[config.mk]
export PLATFORM = sky130hd
export DESIGN_NAME = can_transport_reassembler
export DESIGN_NICKNAME = d
export VERILOG_FILES = /design/src/rtl/ctr_pkg.sv /design/src/rtl/ctr_result_reg.sv /design/src/rtl/can_transport_reassembler.sv
export SDC_FILE = /design/constraint.sdc
export NUM_CORES = 2
export LEC_CHECK = 0
export BUFFER_PORTS_ARGS = -buffer_cell sky130_fd_sc_hd__buf_2
export CORE_ASPECT_RATIO = 0.9
export CORE_MARGIN = 2
export CORE_UTILIZATION = 64
export CTS_BUF_LIST = sky130_fd_sc_hd__clkbuf_8
export CTS_CLUSTER_SIZE = 20
export DETAILED_ROUTE_END_ITERATION = 7
export GPL_TIMING_DRIVEN = 0
export PLACE_DENSITY = 0.83
export SLEW_MARGIN = 5
export SYNTH_ARGS = -nofsm -noshare
export SYNTH_HDL_FRONTEND = slang
export SYNTH_SLANG_ARGS = --single-unit
[constraint.sdc]
create_clock -name clock -period 22.8 [get_ports clock]
set_clock_uncertainty 0.2 [all_clocks]
set_input_delay 5.7 -clock clock [delete_from_list [all_inputs] [get_ports clock]]
set_output_delay 5.7 -clock clock [all_outputs]
set_load 0.005 [all_outputs]
[src/rtl/ctr_pkg.sv]
// package for the can transport reassembler: result kinds, frame types, constants
// no dependencies
`timescale 1ns / 1ps

package ctr_pkg;

   localparam int unsigned DefaultSlots   = 8;
   localparam int unsigned ResultLimit    = 8;
   localparam logic [31:0] TimeoutReset   = 32'd1000000;

   typedef enum logic [2:0] {
      KIND_SINGLE  = 3'd0,
      KIND_FIRST   = 3'd1,
      KIND_MIDDLE  = 3'd2,
      KIND_FINAL   = 3'd3,
      KIND_SEQERR  = 3'd4,
      KIND_TIMEOUT = 3'd5,
      KIND_FULL    = 3'd6
   } kind_type;

   localparam logic [3:0] PCI_SINGLE      = 4'd0;
   localparam logic [3:0] PCI_FIRST       = 4'd1;
   localparam logic [3:0] PCI_CONSECUTIVE = 4'd2;

   localparam logic OP_FRAME = 1'b0;
   localparam logic OP_TICK  = 1'b1;

   localparam logic [1:0] REG_IDLE_TIMEOUT = 2'd0;

   // one result item as it leaves the block
   typedef struct packed {
      logic [28:0] message_id;
      kind_type    kind;
      logic [47:0] start_time;
      logic [11:0] total_length;
      logic [2:0]  byte_count;
      logic [55:0] payload_bytes;
      logic        last;
   } result_type;

   // bytes pos..pos+cnt-1 of the frame data, zero above
   function automatic logic [55:0] take_bytes(input logic [63:0] data, input logic [1:0] pos,
                                              input logic [2:0] cnt);
      logic [63:0] v;
      logic [55:0] m;
      begin
         v = data >> {pos, 3'b000};
         m = 56'((64'd1 << {cnt, 3'b000}) - 64'd1);
         take_bytes = v[55:0] & m;
      end
   endfunction

endpackage

[src/rtl/ctr_result_reg.sv]
// output register for result items, valid/ready handshake
// depends on ctr_pkg
`timescale 1ns / 1ps

module ctr_result_reg
   import ctr_pkg::*;
(
   input  logic       clock,
   input  logic       reset,
   input  logic       load,
   input  result_type load_data,
   output logic       full,
   output logic       rsp_valid,
   input  logic       rsp_ready,
   output result_type rsp_data
);

   logic       valid_ff, valid_in;
   result_type data_ff, data_in;

   always_comb begin
      valid_in = valid_ff;
      data_in  = data_ff;
      if (valid_ff && rsp_ready) begin
         valid_in = 1'b0;
      end
      if (load) begin
         valid_in = 1'b1;
         data_in  = load_data;
      end
   end

   always_ff @(posedge clock) begin
      if (reset) begin
         valid_ff <= 1'b0;
      end else begin
         valid_ff <= valid_in;
      end
      data_ff <= data_in;
   end

   assign full      = valid_ff;
   assign rsp_valid = valid_ff;
   assign rsp_data  = data_ff;

endmodule

[src/rtl/can_transport_reassembler.sv]
// can transport reassembler top level: session table, slot scan sequencer
// depends on ctr_pkg, ctr_result_reg
`timescale 1ns / 1ps

// channel   direction  handshake             payload
// req_      in         req_valid/req_ready   opcode, frame_id, frame_length, frame_bytes, time_us
// rsp_      out        rsp_valid/rsp_ready   message_id .. last
// csr_      in/out     apb psel/penable      idle_timeout_us at address 0
// a frame walks the slot table one slot per cycle (id match, free slot search), then acts;
// a tick scans with the idle compare; no new item is accepted until the result register empties
// a tick holds each timeout result until the scan finds the next expiring slot or ends
// reset is synchronous; all slots become free, no clearing pass
module can_transport_reassembler
   import ctr_pkg::*;
#(
   parameter int unsigned SESSION_SLOTS = DefaultSlots
) (
   input  logic        clock,
   input  logic        reset,
   input  logic        req_valid,
   output logic        req_ready,
   input  logic        req_opcode,
   input  logic [28:0] req_frame_id,
   input  logic [3:0]  req_frame_length,
   input  logic [63:0] req_frame_bytes,
   input  logic [47:0] req_time_us,
   output logic        rsp_valid,
   input  logic        rsp_ready,
   output logic [28:0] rsp_message_id,
   output logic [2:0]  rsp_kind,
   output logic [47:0] rsp_start_time,
   output logic [11:0] rsp_total_length,
   output logic [2:0]  rsp_byte_count,
   output logic [55:0] rsp_payload_bytes,
   output logic        rsp_last,
   input  logic        csr_psel,
   input  logic        csr_penable,
   input  logic        csr_pwrite,
   input  logic [1:0]  csr_paddr,
   input  logic [31:0] csr_pwdata,
   output logic [31:0] csr_prdata,
   output logic        csr_pready
);

   localparam int unsigned SW = (SESSION_SLOTS > 1) ? $clog2(SESSION_SLOTS) : 1;
   localparam int unsigned CW = $clog2(SESSION_SLOTS + 1);

   typedef enum logic [2:0] {
      ST_IDLE, ST_SCAN, ST_ACT, ST_EMIT, ST_WAIT
   } state_type;

   state_type state_ff;
   logic [31:0] timeout_ff;

   // session table
   logic [SESSION_SLOTS-1:0] valid_ff;
   logic [28:0] id_ff    [SESSION_SLOTS];
   logic [11:0] total_ff [SESSION_SLOTS];
   logic [11:0] recv_ff  [SESSION_SLOTS];
   logic [3:0]  seq_ff   [SESSION_SLOTS];
   logic [47:0] start_ff [SESSION_SLOTS];
   logic [47:0] lastt_ff [SESSION_SLOTS];

   // captured item
   logic        op_ff;
   logic [28:0] fid_ff;
   logic [3:0]  dlc_ff;
   logic [63:0] data_ff;
   logic [47:0] now_ff;

   logic [CW-1:0] idx_ff;
   logic          hit_ff, free_ff;
   logic [SW-1:0] hit_slot_ff, free_slot_ff;
   result_type    res_ff;

   logic          out_full, out_load;
   result_type    out_data;

   assign csr_pready = 1'b1;
   assign csr_prdata = (csr_paddr == {REG_IDLE_TIMEOUT}) ? timeout_ff : 32'd0;
   assign req_ready  = (state_ff == ST_IDLE);

   // shared per-slot compare unit
   logic [SW-1:0] cur;
   logic [47:0]   idle;
   logic          expired, match;
   assign cur     = idx_ff[SW-1:0];
   assign idle    = now_ff - lastt_ff[cur];
   assign expired = valid_ff[cur] && (idle > {16'd0, timeout_ff});
   assign match   = valid_ff[cur] && (id_ff[cur] == fid_ff);

   // frame decode
   logic [3:0]  dlc8;
   logic [7:0]  b0;
   logic [11:0] ff_total;
   logic [2:0]  cf_chunk_raw;
   logic [11:0] remaining;
   logic [2:0]  chunk;
   logic [11:0] recv_new;
   always_comb begin
      dlc8         = (dlc_ff > 4'd8) ? 4'd8 : dlc_ff;
      b0           = data_ff[7:0];
      ff_total     = {b0[3:0], data_ff[15:8]};
      cf_chunk_raw = 3'(dlc8 - 4'd1);
      remaining    = (total_ff[hit_slot_ff] > recv_ff[hit_slot_ff])
                     ? total_ff[hit_slot_ff] - recv_ff[hit_slot_ff] : 12'd0;
      chunk        = ({9'd0, cf_chunk_raw} > remaining) ? remaining[2:0] : cf_chunk_raw;
      recv_new     = recv_ff[hit_slot_ff] + {9'd0, chunk};
   end

   always_ff @(posedge clock) begin
      if (reset) begin
         state_ff   <= ST_IDLE;
         timeout_ff <= TimeoutReset;
         valid_ff   <= '0;
         out_load   <= 1'b0;
      end else begin
         out_load <= 1'b0;
         if (csr_psel && csr_penable && csr_pwrite && csr_paddr == {REG_IDLE_TIMEOUT}) begin
            timeout_ff <= csr_pwdata;
         end
         unique case (state_ff)
            ST_IDLE: begin
               if (req_valid) begin
                  op_ff   <= req_opcode;
                  fid_ff  <= req_frame_id;
                  dlc_ff  <= req_frame_length;
                  data_ff <= req_frame_bytes;
                  now_ff  <= req_time_us;
                  idx_ff  <= '0;
                  hit_ff  <= 1'b0;
                  free_ff <= 1'b0;
                  state_ff <= ST_SCAN;
               end
            end
            ST_SCAN: begin
               if (op_ff == OP_TICK) begin
                  if (expired) begin
                     res_ff <= '{message_id: id_ff[cur], kind: KIND_TIMEOUT,
                                 start_time: start_ff[cur], total_length: total_ff[cur],
                                 byte_count: 3'd0, payload_bytes: 56'd0, last: 1'b0};
                     valid_ff[cur] <= 1'b0;
                     state_ff      <= ST_EMIT;
                  end else if (idx_ff == CW'(SESSION_SLOTS - 1)) begin
                     state_ff <= ST_WAIT;
                  end else begin
                     idx_ff <= idx_ff + 1'b1;
                  end
               end else begin
                  if (match && !hit_ff) begin
                     hit_ff      <= 1'b1;
                     hit_slot_ff <= cur;
                  end
                  if (!valid_ff[cur] && !free_ff) begin
                     free_ff      <= 1'b1;
                     free_slot_ff <= cur;
                  end
                  if (idx_ff == CW'(SESSION_SLOTS - 1)) begin
                     state_ff <= ST_ACT;
                  end else begin
                     idx_ff <= idx_ff + 1'b1;
                  end
               end
            end
            ST_EMIT: begin
               // tick: wait for the output register, then scan on or release the last result
               if (!out_full && !out_load) begin
                  priority if (idx_ff == CW'(SESSION_SLOTS - 1)) begin
                     res_ff.last <= 1'b1;
                     out_load <= 1'b1;
                     state_ff <= ST_WAIT;
                  end else begin
                     idx_ff   <= idx_ff + 1'b1;
                     state_ff <= ST_ACT;
                  end
               end
            end
            ST_ACT: begin
               if (op_ff == OP_TICK) begin
                  // look ahead for another expiring slot before releasing the held result
                  if (expired) begin
                     out_load <= 1'b1;
                     state_ff <= ST_SCAN;
                  end else if (idx_ff == CW'(SESSION_SLOTS - 1)) begin
                     res_ff.last <= 1'b1;
                     out_load <= 1'b1;
                     state_ff <= ST_WAIT;
                  end else begin
                     idx_ff <= idx_ff + 1'b1;
                  end
               end else begin
                  state_ff <= ST_WAIT;
                  if (dlc8 != 4'd0) begin
                     unique case (b0[7:4])
                        PCI_SINGLE: begin
                           if (b0[3:0] != 4'd0 && b0[3:0] <= 4'd7 && b0[3:0] <= dlc8 - 4'd1) begin
                              if (hit_ff) valid_ff[hit_slot_ff] <= 1'b0;
                              res_ff <= '{message_id: fid_ff, kind: KIND_SINGLE,
                                          start_time: now_ff, total_length: {8'd0, b0[3:0]},
                                          byte_count: b0[2:0],
                                          payload_bytes: take_bytes(data_ff, 2'd1, b0[2:0]),
                                          last: 1'b1};
                              out_load <= 1'b1;
                           end
                        end
                        PCI_FIRST: begin
                           if (dlc8 >= 4'd3 && ff_total >= 12'd8) begin
                              if (hit_ff || free_ff) begin
                                 valid_ff[hit_ff ? hit_slot_ff : free_slot_ff] <= 1'b1;
                                 id_ff[hit_ff ? hit_slot_ff : free_slot_ff]    <= fid_ff;
                                 total_ff[hit_ff ? hit_slot_ff : free_slot_ff] <= ff_total;
                                 recv_ff[hit_ff ? hit_slot_ff : free_slot_ff]  <=
                                    {8'd0, dlc8 - 4'd2};
                                 seq_ff[hit_ff ? hit_slot_ff : free_slot_ff]   <= 4'd1;
                                 start_ff[hit_ff ? hit_slot_ff : free_slot_ff] <= now_ff;
                                 lastt_ff[hit_ff ? hit_slot_ff : free_slot_ff] <= now_ff;
                                 res_ff <= '{message_id: fid_ff, kind: KIND_FIRST,
                                             start_time: now_ff, total_length: ff_total,
                                             byte_count: 3'(dlc8 - 4'd2),
                                             payload_bytes: take_bytes(data_ff, 2'd2,
                                                                       3'(dlc8 - 4'd2)),
                                             last: 1'b1};
                              end else begin
                                 res_ff <= '{message_id: fid_ff, kind: KIND_FULL,
                                             start_time: now_ff, total_length: ff_total,
                                             byte_count: 3'd0, payload_bytes: 56'd0,
                                             last: 1'b1};
                              end
                              out_load <= 1'b1;
                           end
                        end
                        PCI_CONSECUTIVE: begin
                           if (hit_ff) begin
                              out_load <= 1'b1;
                              if (b0[3:0] != seq_ff[hit_slot_ff]) begin
                                 valid_ff[hit_slot_ff] <= 1'b0;
                                 res_ff <= '{message_id: fid_ff, kind: KIND_SEQERR,
                                             start_time: start_ff[hit_slot_ff],
                                             total_length: total_ff[hit_slot_ff],
                                             byte_count: 3'd0, payload_bytes: 56'd0,
                                             last: 1'b1};
                              end else begin
                                 lastt_ff[hit_slot_ff] <= now_ff;
                                 seq_ff[hit_slot_ff] <= (seq_ff[hit_slot_ff] == 4'd15)
                                    ? 4'd1 : seq_ff[hit_slot_ff] + 4'd1;
                                 recv_ff[hit_slot_ff] <= recv_new;
                                 if (recv_new >= total_ff[hit_slot_ff]) begin
                                    valid_ff[hit_slot_ff] <= 1'b0;
                                 end
                                 res_ff <= '{message_id: fid_ff,
                                             kind: (recv_new >= total_ff[hit_slot_ff])
                                                   ? KIND_FINAL : KIND_MIDDLE,
                                             start_time: start_ff[hit_slot_ff],
                                             total_length: total_ff[hit_slot_ff],
                                             byte_count: chunk,
                                             payload_bytes: take_bytes(data_ff, 2'd1, chunk),
                                             last: 1'b1};
                              end
                           end
                        end
                        default: begin
                        end
                     endcase
                  end
               end
            end
            ST_WAIT: begin
               // hold until the last result has left the output register
               if (!out_load && !out_full) state_ff <= ST_IDLE;
            end
            default: state_ff <= ST_IDLE;
         endcase
      end
   end

   // out_load pulses the held result into the output register
   assign out_data = res_ff;

   result_type rsp_data;
   ctr_result_reg u_out (
      .clock     (clock),
      .reset     (reset),
      .load      (out_load),
      .load_data (out_data),
      .full      (out_full),
      .rsp_valid (rsp_valid),
      .rsp_ready (rsp_ready),
      .rsp_data  (rsp_data)
   );

   assign rsp_message_id    = rsp_data.message_id;
   assign rsp_kind          = rsp_data.kind;
   assign rsp_start_time    = rsp_data.start_time;
   assign rsp_total_length  = rsp_data.total_length;
   assign rsp_byte_count    = rsp_data.byte_count;
   assign rsp_payload_bytes = rsp_data.payload_bytes;
   assign rsp_last          = rsp_data.last;

endmodule

==> flow_summary_export.csv <==
group,metric,value,unit
clock_tree,hold_buffers,0,
synth,yosys.area.top_type,"edfxtp_1",
power_and_ir_drop,power_frac_seq,50.7,%
drt,initialDrtViolationCount,6967,
power_and_ir_drop,p_int,0.00520,W
power_and_ir_drop,p_sw,0.00190,W
final_layout,nets,5260,
final_layout,fin_area,0.0849,sq mm
final_layout,drive_gt1_share,25.1,%
final_layout,nFillCells,6543,
synth,synthCells,4216,
timing,setup_viol,0,
global_routing,grt_pass1_vias,45200,
drt,wl,202,mm
timing,maxClockFrequency,0.0711,GHz
timing,relSlewSlack,1.77,%
floorplanning,die_h,328,um
clock_tree,clock-sinks,1737,
global_routing,grt_pass1_wl,292,mm
synth,synth_top_area_share,68.0,%
global_routing,grt_antenna_before_repair,17,
clock_tree,clk_path_buf_depth,4,
clock_tree,cts-resized-gates,0,
synth,synth-async-reset-ratio,0,%
global_routing,grt_use_total,34.1,%
drt,ant_nets,0,
drt,wl_per_cell,30.5,um
drt,drc,0,
synth,ys.flop_type,"edfxtp_1",
clock_tree,cts_tree,"done",
timing,min_period,14.06,ns
min_path,hold_path.class,"reg -> reg",
drt,vias_per_cell,6.84,
synth,synth.distinct_cells,80,
power_and_ir_drop,sw_frac_of_total,26.8,%
timing,worstMarginPinSlew,1.47,ns
final_layout,fin_cells,6643,
critical_path,crit_type,"reg -> reg",
clock_tree,cts_root_buf,"clkbuf_8",
critical_path,crit_fanout,10,
synth,synth_nets,4530,
critical_path,critPathMaxStageDelay,1.08,ns
critical_path,cpMaxStageDelayCell,"buf_1",
clock_tree,cts-htree-levels,5,
power_and_ir_drop,clkPwrFrac,33.8,%
run,max_cap_violations,0,
timing,rsz0062_at_grt,"false",
placement,dp_worst_setup_slack,9.22,ns
floorplanning,die_x,363,um
synth,avgSynthCellArea,17.7,sq um
floorplanning,ioPinCount,374,
critical_path,arrival,14.72,ns
timing,finalHoldViolCount,0,
synth,synthTopCellsByArea,"edfxtp_1, mux4_2, mux2i_1, ha_1, dfxtp_1",
timing,finalMaxSlewViolations,0,
placement,gp_congestion,0.966,
power_and_ir_drop,power_leakage,28.7,nW
timing,finalCritPeriodShare,61.7,%
power_and_ir_drop,combPwrFrac,15.5,%
critical_path,cp-start-kind,"flop",
status,outcome,"finished clean",
clock_tree,numCtsBuffers,281,
synth,synth-seq-cells,1737,
synth,netlist_area,0.0744,sq mm
timing,timing.hold.ws,0.205,ns
min_path,min_delay_path_depth,0,
global_routing,grt_max_degree,57,
clock_tree,clk_latency,1.00,ns
floorplanning,num_rows,118,
drt,firstDrtPassIters,7,
floorplanning,initial_core_util,64.6,%
power_and_ir_drop,power_density,83.7,mW/mm^2
drt,vias,45400,
placement,io_buffers,372,
global_routing,grt_overflow_total,0,
power_and_ir_drop,ir_worst_vdd,0.0724,mV
timing,fin_ws,8.74,ns
critical_path,r2r_cells,41,
placement,hpwl,138,mm
critical_path,required,23.46,ns
synth,yosysWarnings,0,
critical_path,worstSetupEndpointType,"flop",
floorplanning,dieArea,0.119,sq mm
synth,synth.yosys.seq_area_share,69.4,%
clock_tree,cts.clk_slew.worst_paths,0.06,ns
placement,dp.cells,6163,
final_layout,syn2layout_area_growth,14.1,%
placement,placed_area,0.0800,sq mm
floorplanning,core-area,0.115,sq mm
synth,synth_edf_count,1686,
clock_tree,post_cts_buffers,0,
-- per-stage QoR --
stage                     TNS (ns)  util [%]  total power [W]
after floorplan                  0         -          0.00438
after global placement    -1155.76      67.9          0.00472
after detailed placement         0      69.5          0.00474
after CTS                        0      73.7          0.00710
after global routing             0      73.7          0.00733
final                            0      73.7          0.00711
-- power by group through the flow --
stage               clock [W]  combinational (W)  sequential, W
floorplan                   0           0.000728        0.00365
global placement            0            0.00104        0.00368
detailed placement          0            0.00107        0.00367
CTS                   0.00242            0.00108        0.00360
global route          0.00256            0.00117        0.00360
finish                0.00240            0.00110        0.00360
-- metal layers --
| layer | wire [um] | GRT usage, % | up-vias |
|---|---|---|---|
| met4 | 10600 | 16.7 | 24 |
| met5 | 166 | 0 | - |
| li1 | - | - | 18700 |
| met2 | 95700 | 53.6 | 3421 |
| met1 | 71100 | 45.3 | 22700 |
| met3 | 24900 | 8.57 | 664 |
-- worst max-delay path: cells and delay by family (launching register included) --
kind,cells,cell delay [ns]
XOR/XNOR,1,0.27
adder cells (fa/ha/maj),5,1.68
flip-flops,1,0.31
multiplexers,2,0.95
AO/OA/AOI/OAI,14,3.19
buffers and inverters,9,4.50
AND/OR/NAND/NOR,10,2.78
-- synth_stat cells (all sizes together) (27+ instances only) --
master  instances
inv            95
clkbuf        132
nor2          152
o21ai         153
dfxtp          51
buf            85
nor3           60
a22o           29
a21oi         192
o211ai         62
nand2         218
xor2           27
ha            124
xnor2          64
nand4          33
nand3          33
edfxtp       1686
mux4          427
mux2i         222
-- registers in the layout, summed over array words and instances (netlist names), 3 cells and up, named ones only --
register,count
free_slot_ff,3
data_ff,64
hit_slot_ff,3
now_ff,48
id_ff,232
valid_ff,8
timeout_ff,32
state_ff,3
u_out.rsp_data,152
out_data,152
total_ff,96
recv_ff,96
fid_ff,29
dlc_ff,4
start_ff,384
idx_ff,4
seq_ff,32
lastt_ff,384
-- final cells by class --
cell class	instances	area (sq um)	area share, %
multi-input combinational	2167	21700	25.6
clock inverter	181	875	1.03
buffer	217	853	1.01
inverter	95	357	0.420
sequential	1737	51700	60.8
tap	1500	1880	2.21
antenna	9	22.5	0.0265
timing repair buffer	447	3560	4.19
clock buffer	290	3990	4.70
-- cells in the final DEF (no fill, tap or decap), drive strengths merged, types with 19 or more instances in the layout --
cell	instances
clkinv	88
ha	124
a31oi	19
dfxtp	51
inv	175
nand3	33
nor2b	20
clkbuf	423
a21o	24
buf	531
edfxtp	1686
and3	25
mux4	427
nor2	152
o211ai	62
nand4	33
xor2	27
nand2b	24
a21oi	192
o21ai	153
a22o	29
mux2i	222
and2	20
nor3	60
nor4	20
nand2	218
xnor2	64
-- final timing paths --
check | startpoint | to | slack (ns)
max | flop | valid_ff[4] | 8.74
min | out_data[128] | u_out.rsp_data[128] | 0.20
max reg2reg | flop | valid_ff[4] | 8.74
min reg2reg | out_data[128] | u_out.rsp_data[128] | 0.20
-- cells by family (layout without fill, tap and decap cells) --
| family | Yosys count | after routing | synth area share (%) |
|---|---|---|---|
| muxes | 659 | 659 | 16.1 |
| buffers and inverters | 312 | 1230 | 1.62 |
| adders and majority gates | 127 | 127 | 2.17 |
| other | 1 | 10 | 0.00504 |
| DFF | 1737 | 1737 | 69.4 |
| and+or+nand+nor | 652 | 652 | 4.17 |
| xor gates and xnor gates | 91 | 91 | 1.07 |
| AOI/OAI and AO/OA | 637 | 637 | 5.51 |
(Power assumes the default switching activity.)
